## config.mk

```make
export PLATFORM = sky130hd
export DESIGN_NAME = multichannel_adc_average_debounce
export DESIGN_NICKNAME = d
export VERILOG_FILES = /design/src/hw/rtl/madc_pkg.sv /design/src/hw/rtl/multichannel_adc_average_debounce.sv /design/src/hw/rtl/madc_ram.sv /design/src/hw/rtl/madc_chan_update.sv /design/src/hw/rtl/madc_out_buf.sv
export SDC_FILE = /design/constraint.sdc
export NUM_CORES = 1
export LEC_CHECK = 0
export ABC_AREA = 1
export BUFFER_PORTS_ARGS = -buffer_cell sky130_fd_sc_hd__buf_2
export CAP_MARGIN = 20
export CORE_ASPECT_RATIO = 1.2
export CORE_MARGIN = 4
export CORE_UTILIZATION = 45
export DETAILED_ROUTE_END_ITERATION = 6
export HOLD_SLACK_MARGIN = 0.08
export PLACE_DENSITY = 0.64
export SLEW_MARGIN = 15
export SYNTH_ARGS = -nofsm -noshare
export SYNTH_HDL_FRONTEND = slang
export SYNTH_SLANG_ARGS = --single-unit
```

## constraint.sdc

```tcl
create_clock -name clk -period 13.45 [get_ports clk]
set_input_delay 0 -clock clk [delete_from_list [all_inputs] [get_ports clk]]
set_output_delay 0 -clock clk [all_outputs]
set_load 0.01 [all_outputs]
```

## src/hw/rtl/madc_pkg.sv

```systemverilog
`timescale 1ns / 1ps
// ----------------------------------------------------------------------------
// madc_pkg
// Shared types, widths and register codes of the multichannel ADC averager.
// ----------------------------------------------------------------------------
package madc_pkg;

    localparam int CHAN_W    = 4;   // channel field
    localparam int SAMPLE_W  = 12;  // sample field
    localparam int LEVEL_W   = 12;  // average, threshold, hysteresis
    localparam int SUM_W     = 16;  // per-channel accumulator
    localparam int TICK_W    = 8;   // debounce counters
    localparam int SCAN_W    = 4;   // scan counter
    localparam int CFG_IDX_W = 3;

    localparam int NUM_CHANNELS_DEF = 9;
    localparam int AVG_SCANS_DEF    = 10;
    localparam int SAMPLE_BITS_DEF  = 12;

    localparam logic [CFG_IDX_W-1:0] REG_UP_TICKS   = 3'd0;
    localparam logic [CFG_IDX_W-1:0] REG_DOWN_TICKS = 3'd1;
    localparam logic [CFG_IDX_W-1:0] REG_THRESHOLD  = 3'd2;
    localparam logic [CFG_IDX_W-1:0] REG_HYSTERESIS = 3'd3;
    localparam logic [CFG_IDX_W-1:0] REG_DIG_MASK   = 3'd4;

    localparam logic [TICK_W-1:0]  UP_TICKS_RST   = 8'd20;
    localparam logic [TICK_W-1:0]  DOWN_TICKS_RST = 8'd20;
    localparam logic [LEVEL_W-1:0] THRESHOLD_RST  = 12'd2000;
    localparam logic [LEVEL_W-1:0] HYSTERESIS_RST = 12'd50;

    localparam logic [SUM_W-1:0]   SUM_MAX = '1;
    localparam logic [LEVEL_W-1:0] AVG_MAX = '1;

    // per-channel state word held in the state memory
    typedef struct packed {
        logic [SUM_W-1:0]  sum;
        logic              on;
        logic [TICK_W-1:0] up;
        logic [TICK_W-1:0] down;
    } chan_state_t;

    localparam int ENTRY_W = SUM_W + 1 + 2 * TICK_W;

    typedef struct packed {
        logic [TICK_W-1:0]  up_ticks;
        logic [TICK_W-1:0]  down_ticks;
        logic [LEVEL_W-1:0] threshold;
        logic [LEVEL_W-1:0] hysteresis;
    } cfg_t;

    // one accepted sample on its way into the update stage
    typedef struct packed {
        logic [CHAN_W-1:0]   channel;
        logic [SAMPLE_W-1:0] sample;
        logic                discard;
    } item_t;

    typedef struct packed {
        logic [CHAN_W-1:0]  channel;
        logic               is_digital;
        logic [LEVEL_W-1:0] avg;
        logic               on;
    } result_t;

endpackage

```

## src/hw/rtl/multichannel_adc_average_debounce.sv

```systemverilog
`timescale 1ns / 1ps
// ----------------------------------------------------------------------------
// multichannel_adc_average_debounce
// Per-channel block averager with threshold, hysteresis and debounce.
// ----------------------------------------------------------------------------
// Takes one ADC sample per clock in scan order. Each channel's running sum and
// debounce state live in one state memory of NUM_CHANNELS words; a sample is
// read from that memory on the transfer edge and modified and written back in
// the next cycle, with the word just written forwarded to a following sample
// of the same channel, so samples of any channel pattern go through at one per
// cycle. After AVG_SCANS accumulating scans, each sample of the next scan
// yields one result for its channel, registered in the update stage and then
// the output register, and clears that sum. Input stalls while the skid entry
// of the two-entry output buffer holds a result, or while a result is pushed
// into a full, stalled output register. Channels at or above NUM_CHANNELS are dropped.
module multichannel_adc_average_debounce #(
    parameter int NUM_CHANNELS = madc_pkg::NUM_CHANNELS_DEF,
    parameter int AVG_SCANS    = madc_pkg::AVG_SCANS_DEF,
    parameter int SAMPLE_BITS  = madc_pkg::SAMPLE_BITS_DEF,
    localparam int CFG_DATA_W  = (NUM_CHANNELS > madc_pkg::LEVEL_W)
                               ? NUM_CHANNELS : madc_pkg::LEVEL_W
) (
    input  logic                            clk,
    input  logic                            rst_n,
    input  logic                            sample_valid,
    output logic                            sample_stall,
    input  logic [madc_pkg::CHAN_W-1:0]     channel,
    input  logic [madc_pkg::SAMPLE_W-1:0]   sample,
    output logic                            result_valid,
    input  logic                            result_stall,
    output logic [madc_pkg::CHAN_W-1:0]     out_channel,
    output logic                            is_digital,
    output logic [madc_pkg::LEVEL_W-1:0]    avg_value,
    output logic                            input_on,
    input  logic                            cfg_valid,
    output logic                            cfg_ready,
    input  logic [madc_pkg::CFG_IDX_W-1:0]  cfg_index,
    input  logic [CFG_DATA_W-1:0]           cfg_data
);

    localparam int AW = (NUM_CHANNELS > 1) ? $clog2(NUM_CHANNELS) : 1;
    localparam logic [madc_pkg::SAMPLE_W-1:0] SAMPLE_MASK =
        (SAMPLE_BITS >= madc_pkg::SAMPLE_W) ? {madc_pkg::SAMPLE_W{1'b1}}
                                            : madc_pkg::SAMPLE_W'((1 << SAMPLE_BITS) - 1);
    localparam logic [madc_pkg::CHAN_W:0]   CHAN_COUNT = (madc_pkg::CHAN_W + 1)'(NUM_CHANNELS);
    localparam logic [madc_pkg::CHAN_W-1:0] LAST_CHAN  = madc_pkg::CHAN_W'(NUM_CHANNELS - 1);
    localparam logic [madc_pkg::SCAN_W-1:0] SCAN_LIMIT = madc_pkg::SCAN_W'(AVG_SCANS);

    madc_pkg::cfg_t                    cfg_reg;
    logic [NUM_CHANNELS-1:0]           dig_mask_reg;
    logic [madc_pkg::SCAN_W-1:0]       scan_cnt_reg, scan_cnt_next;

    logic                              accept;
    logic                              item_go;
    logic                              discard;
    logic                              last_chan;
    madc_pkg::item_t                   item;

    logic                              mem_we;
    logic [AW-1:0]                     mem_waddr;
    logic [madc_pkg::ENTRY_W-1:0]      mem_wdata;
    logic [madc_pkg::ENTRY_W-1:0]      mem_rdata;

    logic                              res_valid;
    madc_pkg::result_t                 res;
    madc_pkg::result_t                 out_res;
    logic                              buf_full;

    assign cfg_ready = 1'b1;

    always_ff @(posedge clk or negedge rst_n)
    begin
        if (!rst_n)
        begin
            cfg_reg.up_ticks   <= madc_pkg::UP_TICKS_RST;
            cfg_reg.down_ticks <= madc_pkg::DOWN_TICKS_RST;
            cfg_reg.threshold  <= madc_pkg::THRESHOLD_RST;
            cfg_reg.hysteresis <= madc_pkg::HYSTERESIS_RST;
            dig_mask_reg       <= '0;
        end
        else if (cfg_valid && cfg_ready)
        begin
            case (cfg_index)
                madc_pkg::REG_UP_TICKS:   cfg_reg.up_ticks   <= cfg_data[madc_pkg::TICK_W-1:0];
                madc_pkg::REG_DOWN_TICKS: cfg_reg.down_ticks <= cfg_data[madc_pkg::TICK_W-1:0];
                madc_pkg::REG_THRESHOLD:  cfg_reg.threshold  <= cfg_data[madc_pkg::LEVEL_W-1:0];
                madc_pkg::REG_HYSTERESIS: cfg_reg.hysteresis <= cfg_data[madc_pkg::LEVEL_W-1:0];
                madc_pkg::REG_DIG_MASK:   dig_mask_reg       <= cfg_data[NUM_CHANNELS-1:0];
                default: ;
            endcase
        end
    end

    assign accept    = sample_valid && !sample_stall;
    assign item_go   = accept && ({1'b0, channel} < CHAN_COUNT);
    assign discard   = (scan_cnt_reg == SCAN_LIMIT);
    assign last_chan = (channel == LAST_CHAN);

    always_comb
    begin
        scan_cnt_next = scan_cnt_reg;
        if (item_go && last_chan)
        begin
            scan_cnt_next = discard ? '0 : scan_cnt_reg + 1'b1;
        end
    end

    always_ff @(posedge clk or negedge rst_n)
    begin
        if (!rst_n)
        begin
            scan_cnt_reg <= '0;
        end
        else
        begin
            scan_cnt_reg <= scan_cnt_next;
        end
    end

    assign item.channel = channel;
    assign item.sample  = sample & SAMPLE_MASK;
    assign item.discard = discard;

    madc_ram #(
        .WIDTH (madc_pkg::ENTRY_W),
        .DEPTH (NUM_CHANNELS)
    ) u_state_ram (
        .clk   (clk),
        .we    (mem_we),
        .waddr (mem_waddr),
        .wdata (mem_wdata),
        .raddr (channel[AW-1:0]),
        .rdata (mem_rdata)
    );

    madc_chan_update #(
        .NUM_CHANNELS (NUM_CHANNELS),
        .AVG_SCANS    (AVG_SCANS)
    ) u_update (
        .clk       (clk),
        .rst_n     (rst_n),
        .item_go   (item_go),
        .item      (item),
        .cfg       (cfg_reg),
        .dig_mask  (dig_mask_reg),
        .rdata     (mem_rdata),
        .we        (mem_we),
        .waddr     (mem_waddr),
        .wdata     (mem_wdata),
        .res_valid (res_valid),
        .res       (res)
    );

    madc_out_buf u_out_buf (
        .clk       (clk),
        .rst_n     (rst_n),
        .push      (res_valid),
        .push_res  (res),
        .out_stall (result_stall),
        .out_valid (result_valid),
        .out_res   (out_res),
        .full      (buf_full)
    );

    assign sample_stall = buf_full;

    assign out_channel = out_res.channel;
    assign is_digital  = out_res.is_digital;
    assign avg_value   = out_res.avg;
    assign input_on    = out_res.on;

endmodule

```

## src/hw/rtl/madc_ram.sv

```systemverilog
`timescale 1ns / 1ps
// ----------------------------------------------------------------------------
// madc_ram
// Generic single-write, single-read RAM with registered read data.
// ----------------------------------------------------------------------------
module madc_ram #(
    parameter int WIDTH = 8,
    parameter int DEPTH = 16,
    localparam int AW = (DEPTH > 1) ? $clog2(DEPTH) : 1
) (
    input  logic             clk,
    input  logic             we,
    input  logic [AW-1:0]    waddr,
    input  logic [WIDTH-1:0] wdata,
    input  logic [AW-1:0]    raddr,
    output logic [WIDTH-1:0] rdata
);

    logic [WIDTH-1:0] mem [DEPTH];
    logic [WIDTH-1:0] rdata_reg;

    always_ff @(posedge clk)
    begin
        if (we)
        begin
            mem[waddr] <= wdata;
        end
        rdata_reg <= mem[raddr];
    end

    assign rdata = rdata_reg;

endmodule

```

## src/hw/rtl/madc_chan_update.sv

```systemverilog
`timescale 1ns / 1ps
// ----------------------------------------------------------------------------
// madc_chan_update
// Read-modify-write stage: accumulates samples into the channel sums, forms
// the block average and runs the threshold debounce on digital channels.
// ----------------------------------------------------------------------------
module madc_chan_update #(
    parameter int NUM_CHANNELS = madc_pkg::NUM_CHANNELS_DEF,
    parameter int AVG_SCANS    = madc_pkg::AVG_SCANS_DEF,
    localparam int AW = (NUM_CHANNELS > 1) ? $clog2(NUM_CHANNELS) : 1
) (
    input  logic                         clk,
    input  logic                         rst_n,
    input  logic                         item_go,
    input  madc_pkg::item_t              item,
    input  madc_pkg::cfg_t               cfg,
    input  logic [NUM_CHANNELS-1:0]      dig_mask,
    input  logic [madc_pkg::ENTRY_W-1:0] rdata,
    output logic                         we,
    output logic [AW-1:0]                waddr,
    output logic [madc_pkg::ENTRY_W-1:0] wdata,
    output logic                         res_valid,
    output madc_pkg::result_t            res
);

    localparam int DIV_SHIFT = madc_pkg::SUM_W + 4;
    localparam int RECIP_W   = DIV_SHIFT + 1;
    localparam int PROD_W    = madc_pkg::SUM_W + RECIP_W;
    // rounded-up reciprocal, exact for every 16-bit sum and divisor up to 15
    localparam logic [RECIP_W-1:0] RECIP =
        RECIP_W'(((1 << DIV_SHIFT) + AVG_SCANS - 1) / AVG_SCANS);

    logic                      s1_vld_reg;
    madc_pkg::item_t           s1_item_reg;
    logic [NUM_CHANNELS-1:0]   vld_reg, vld_next;
    logic                      fwd_vld_reg;
    logic [AW-1:0]             fwd_idx_reg;
    madc_pkg::chan_state_t     fwd_data_reg;

    logic [AW-1:0]             idx;
    madc_pkg::chan_state_t     cur;
    madc_pkg::chan_state_t     upd;
    logic [madc_pkg::SUM_W:0]  sum_ext;
    logic [PROD_W-1:0]         prod;
    logic [madc_pkg::SUM_W-1:0] quot;
    logic [madc_pkg::LEVEL_W-1:0] avg;
    logic [madc_pkg::LEVEL_W:0] hi_level;
    logic [madc_pkg::LEVEL_W:0] avg_plus_hyst;
    logic                      above;
    logic                      below;
    logic                      digital;

    assign idx = s1_item_reg.channel[AW-1:0];

    always_ff @(posedge clk or negedge rst_n)
    begin
        if (!rst_n)
        begin
            s1_vld_reg  <= 1'b0;
            fwd_vld_reg <= 1'b0;
            vld_reg     <= '0;
        end
        else
        begin
            s1_vld_reg  <= item_go;
            fwd_vld_reg <= s1_vld_reg;
            vld_reg     <= vld_next;
        end
    end

    always_ff @(posedge clk)
    begin
        if (item_go)
        begin
            s1_item_reg <= item;
        end
        fwd_idx_reg  <= idx;
        fwd_data_reg <= upd;
    end

    // entry written on the last edge is not yet in the read data
    always_comb
    begin
        if (fwd_vld_reg && (fwd_idx_reg == idx))
        begin
            cur = fwd_data_reg;
        end
        else if (vld_reg[idx])
        begin
            cur = madc_pkg::chan_state_t'(rdata);
        end
        else
        begin
            cur = '0;
        end
    end

    always_comb
    begin
        vld_next = vld_reg;
        if (s1_vld_reg)
        begin
            vld_next[idx] = 1'b1;
        end
    end

    assign sum_ext = {1'b0, cur.sum}
                   + {{(madc_pkg::SUM_W + 1 - madc_pkg::SAMPLE_W){1'b0}}, s1_item_reg.sample};

    assign prod = {{RECIP_W{1'b0}}, cur.sum} * {{madc_pkg::SUM_W{1'b0}}, RECIP};
    assign quot = prod[DIV_SHIFT +: madc_pkg::SUM_W];
    assign avg  = (quot > {{(madc_pkg::SUM_W - madc_pkg::LEVEL_W){1'b0}}, madc_pkg::AVG_MAX})
                ? madc_pkg::AVG_MAX : quot[madc_pkg::LEVEL_W-1:0];

    assign hi_level      = {1'b0, cfg.threshold} + {1'b0, cfg.hysteresis};
    assign avg_plus_hyst = {1'b0, avg} + {1'b0, cfg.hysteresis};
    assign above = {1'b0, avg} > hi_level;
    // avg < threshold - hysteresis, never true when the lower level is negative
    assign below = avg_plus_hyst < {1'b0, cfg.threshold};

    assign digital = dig_mask[idx];

    always_comb
    begin
        upd = cur;
        if (!s1_item_reg.discard)
        begin
            upd.sum = sum_ext[madc_pkg::SUM_W] ? madc_pkg::SUM_MAX
                                               : sum_ext[madc_pkg::SUM_W-1:0];
        end
        else
        begin
            upd.sum = '0;
            if (digital)
            begin
                if (above)
                begin
                    if (!cur.on)
                    begin
                        if (cur.up < cfg.up_ticks)
                        begin
                            upd.up = cur.up + 1'b1;
                        end
                        else
                        begin
                            upd.on   = 1'b1;
                            upd.down = '0;
                        end
                    end
                end
                else if (below)
                begin
                    if (cur.on)
                    begin
                        if (cur.down < cfg.down_ticks)
                        begin
                            upd.down = cur.down + 1'b1;
                        end
                        else
                        begin
                            upd.on = 1'b0;
                            upd.up = '0;
                        end
                    end
                end
            end
        end
    end

    assign we    = s1_vld_reg;
    assign waddr = idx;
    assign wdata = upd;

    assign res_valid      = s1_vld_reg && s1_item_reg.discard;
    assign res.channel    = s1_item_reg.channel;
    assign res.is_digital = digital;
    assign res.avg        = digital ? '0 : avg;
    assign res.on         = digital ? upd.on : 1'b0;

endmodule

```

## src/hw/rtl/madc_out_buf.sv

```systemverilog
`timescale 1ns / 1ps
// ----------------------------------------------------------------------------
// madc_out_buf
// Output register with a skid entry, so a result can wait behind a stalled output.
// ----------------------------------------------------------------------------
module madc_out_buf (
    input  logic              clk,
    input  logic              rst_n,
    input  logic              push,
    input  madc_pkg::result_t push_res,
    input  logic              out_stall,
    output logic              out_valid,
    output madc_pkg::result_t out_res,
    output logic              full
);

    logic              out_vld_reg;
    madc_pkg::result_t out_res_reg;
    logic              skid_vld_reg;
    madc_pkg::result_t skid_res_reg;
    logic              out_free;

    assign out_free = !out_vld_reg || !out_stall;

    always_ff @(posedge clk or negedge rst_n)
    begin
        if (!rst_n)
        begin
            out_vld_reg  <= 1'b0;
            skid_vld_reg <= 1'b0;
        end
        else if (out_free)
        begin
            out_vld_reg  <= skid_vld_reg || push;
            skid_vld_reg <= skid_vld_reg && push;
        end
        else if (push)
        begin
            skid_vld_reg <= 1'b1;
        end
    end

    always_ff @(posedge clk)
    begin
        if (out_free)
        begin
            out_res_reg  <= skid_vld_reg ? skid_res_reg : push_res;
            skid_res_reg <= push_res;
        end
        else if (push)
        begin
            skid_res_reg <= push_res;
        end
    end

    // leave room for the result that may still be in the update stage
    assign full      = skid_vld_reg || (out_vld_reg && out_stall && push);
    assign out_valid = out_vld_reg;
    assign out_res   = out_res_reg;

endmodule
```

==> results.yml <==
status:
  status: "complete, no violations"
floorplan:
  num_io_pins: 57
  fp-row-count: 97
  die_w_um: 231
  coreArea_um2: 58600
  start_util_pct: 45.6
  die-area_um2: 63400
  die_h_um: 275
clock_network:
  ctsRootBufferMaster: "clkbuf_16"
  h-tree-depth: 2
  cts_tree: "done"
  ctsHoldBuffers: 38
  cts.repair.resized: 0
  numCtsBuffers: 45
  clkTransAtPathRegs_ps: 70
  clk_latency_ps: 580
  post-cts-setup-buffers: 0
  clkSinkCount: 486
  cts_max_path_buffers: 3
layout:
  nNetsFinal: 2965
  largest_register_ffs: 297
  area_growth_syn_to_layout_pct: 10.9
  n_fill_cell: 5231
  final_common_cell: "nand2_1"
  drive_gt1_share_pct: 9.29
  n_antenna_cell: 0
  final_cell_mix: "421 x nand2_1, 383 x inv_1, 350 x edfxtp_1"
sta:
  finalSetupViolations: 0
  slew_viol_final: 0
  finalCriticalPeriod_ps: 11310
  fmax_mhz: 88.4
  rsz0062_at_grt: "no"
  tightestPinTransition_ps: 969
  fin_crit_sh_pct: 84.1
  setup-tns-final_ps: 0
  skew_ps: 15.2
  slew_headroom_pct: 35.3
  final_hold_viol_count: 0
logic_synthesis:
  synth.avg_cell_area_um2: 10.4
  synth_enable_flop_cells: 350
  ys_dominant_reg_cell: "edfxtp_1"
  ys_seq_area_share_pct: 50.8
  netlist_instances: 2565
  synth_cell_type_count: 61
  ys_seq_elements: 486
  async_reset_ff_share_pct: 13.6
  synth_warnings: 0
  syn_nets: 2888
  syn_area_um2: 26700
grt:
  grt_usage_pct: 20.3
  grt_max_degree: 91
  antenna_found_initial: 0
  grt_pass1_vias: 18733
  grt_pass1_wl_mm: 102
  gr-total-overflow: 0
flow_run:
  maxCapViolations: 0
setup_path:
  worstPathArrival_ps: 11590
  critPathRequiredTime_ps: 13730
  crit_type: "reg -> reg"
  cp-start-kind: "flip-flop"
  rrSetupSlack_ps: 2140
  path_max_fanout: 53
  cp_slowest_stage_delay_ps: 600
  endpoint_kind: "flip-flop"
  path_common_cell: "nand2_1"
  worst_path_max_delay_cell: "edfxtp_1"
pwr:
  ir_drop_uv: 79.7
  totalPowerFinal_mw: 4.32
  p_leak_nw: 13.3
  powerDensity_nw_per_um2: 146
route:
  routed_wl_mm: 64.7
  firstDrtPassIters: 5
  ant_nets: 0
  vias_per_cell: 5.33
  drtIter0Drc: 1519
  drc: 0
  wl_per_cell_um: 18.6
  dr_total_vias: 18508
placement:
  dp_hpwl_mm: 43.8
  port_buffers: 55
  gp_congestion: 0.921
hold_path:
  hold_class: "in -> reg"
[worst paths after layout]
check                                           start                    end  depth (start not counted)
max in group asynchronous                       rst_n        scan_cnt_reg[3]                          3
worst min register to register  u_state_ram.mem[8][4]   u_state_ram.rdata[4]                          2
worst min-delay path                        cfg_valid        dig_mask_reg[8]                          3
min in group asynchronous                       rst_n             cfg_reg[8]                          3
worst max register to register      u_update.waddr[1]  u_state_ram.mem[2][1]                         54
worst max-delay path                u_update.waddr[1]  u_state_ram.mem[2][1]                         54
[final cells by class]
type | count | area [um^2] | share of cell area (%)
flip-flops and latches | 486 | 13600 | 45.8
multi-input cells | 1606 | 11300 | 38.2
inverters | 394 | 1490 | 5.04
clock buffers | 54 | 1190 | 4.01
well taps | 792 | 991 | 3.34
repair buffers | 109 | 781 | 2.63
clock inverters | 30 | 288 | 0.971
[layer usage]
metal  vias to the layer above  GRT usage, %  wire length, um
met1                      9126          26.2            28200
li1                       8863             -                -
met2                       415          36.2            32500
met3                       104          2.05             2090
met4                         0          6.42             1920
met5                         -             0                0
[cell families after synthesis]
family,count (synthesis),share of synthesized area (%)
adders and majority gates,287,15.7
and+or+nand+nor,806,13.2
xor gates and xnor gates,46,1.54
muxes,66,2.47
buffers and inverters,473,7.07
DFF,486,50.8
AOI/OAI and AO/OA,400,9.16
other,1,0.0140
[worst max-delay path, delay by kind of cell, from the launching register on]
kind | cells | cell delay (ps)
fa+ha+maj | 9 | 3840
buf+inv | 9 | 1100
compound gates | 9 | 1740
simple gates | 25 | 3330
flops | 1 | 600
xor+xnor | 2 | 330
[Yosys cell counts, types with 3 or more instances]
cell      number  share of area, %
nand2_1      421               5.9
inv_1        385               5.4
edfxtp_1     350                39
ha_1         206               9.6
nor2_1       178               2.5
o21ai_0      160               3.0
nand3_1      107               2.0
a21oi_1       85               1.6
fa_1          81               6.1
dfxtp_1       70               5.2
o221ai_1      67               2.2
mux2i_1       66               2.5
clkbuf_1      53              0.74
dfrtp_1       53               5.0
xor2_1        25              0.82
a31oi_1       24              0.56
nor3_1        23              0.43
xnor2_1       20              0.66
nand2_2       18              0.42
nand4_1       14              0.33
o21ai_1       14              0.26
dfstp_2       13               1.3
a21oi_2       10              0.33
buf_6          9              0.38
o21a_1         9              0.25
or2_2          9              0.21
nand2_4        8              0.34
buf_1          7             0.098
nand3_2        7              0.26
buf_2          6              0.11
a211oi_1       5              0.14
a21o_1         5              0.14
nand3b_1       5              0.14
nand3_4        4              0.26
nor2_2         4             0.094
o21ai_2        4              0.13
a22oi_1        3             0.084
inv_2          3             0.042
o31ai_1        3             0.084
[power breakdown]
part           total (mW)  leakage, nW  switching, mW  internal (mW)
combinational        1.24         7.93          0.794          0.450
clock                1.28        0.730          0.559          0.717
sequential           1.80         4.68         0.0562           1.74
total                4.32         13.3           1.41           2.91
[per-stage QoR]
stage	area (um^2)	setup slack, ps	hold WS (ps)	instances	utilization (%)
after global placement	27800	2410	179	3349	47.4
after detailed placement	27800	2280	179	3349	47.4
final	29700	2140	124	3471	50.6
after floorplan	26700	4090	-296	2565	-
after global routing	29700	1300	135	3471	50.6
after CTS	29700	2250	89.8	3471	50.6
(Power assumes the default switching activity.)
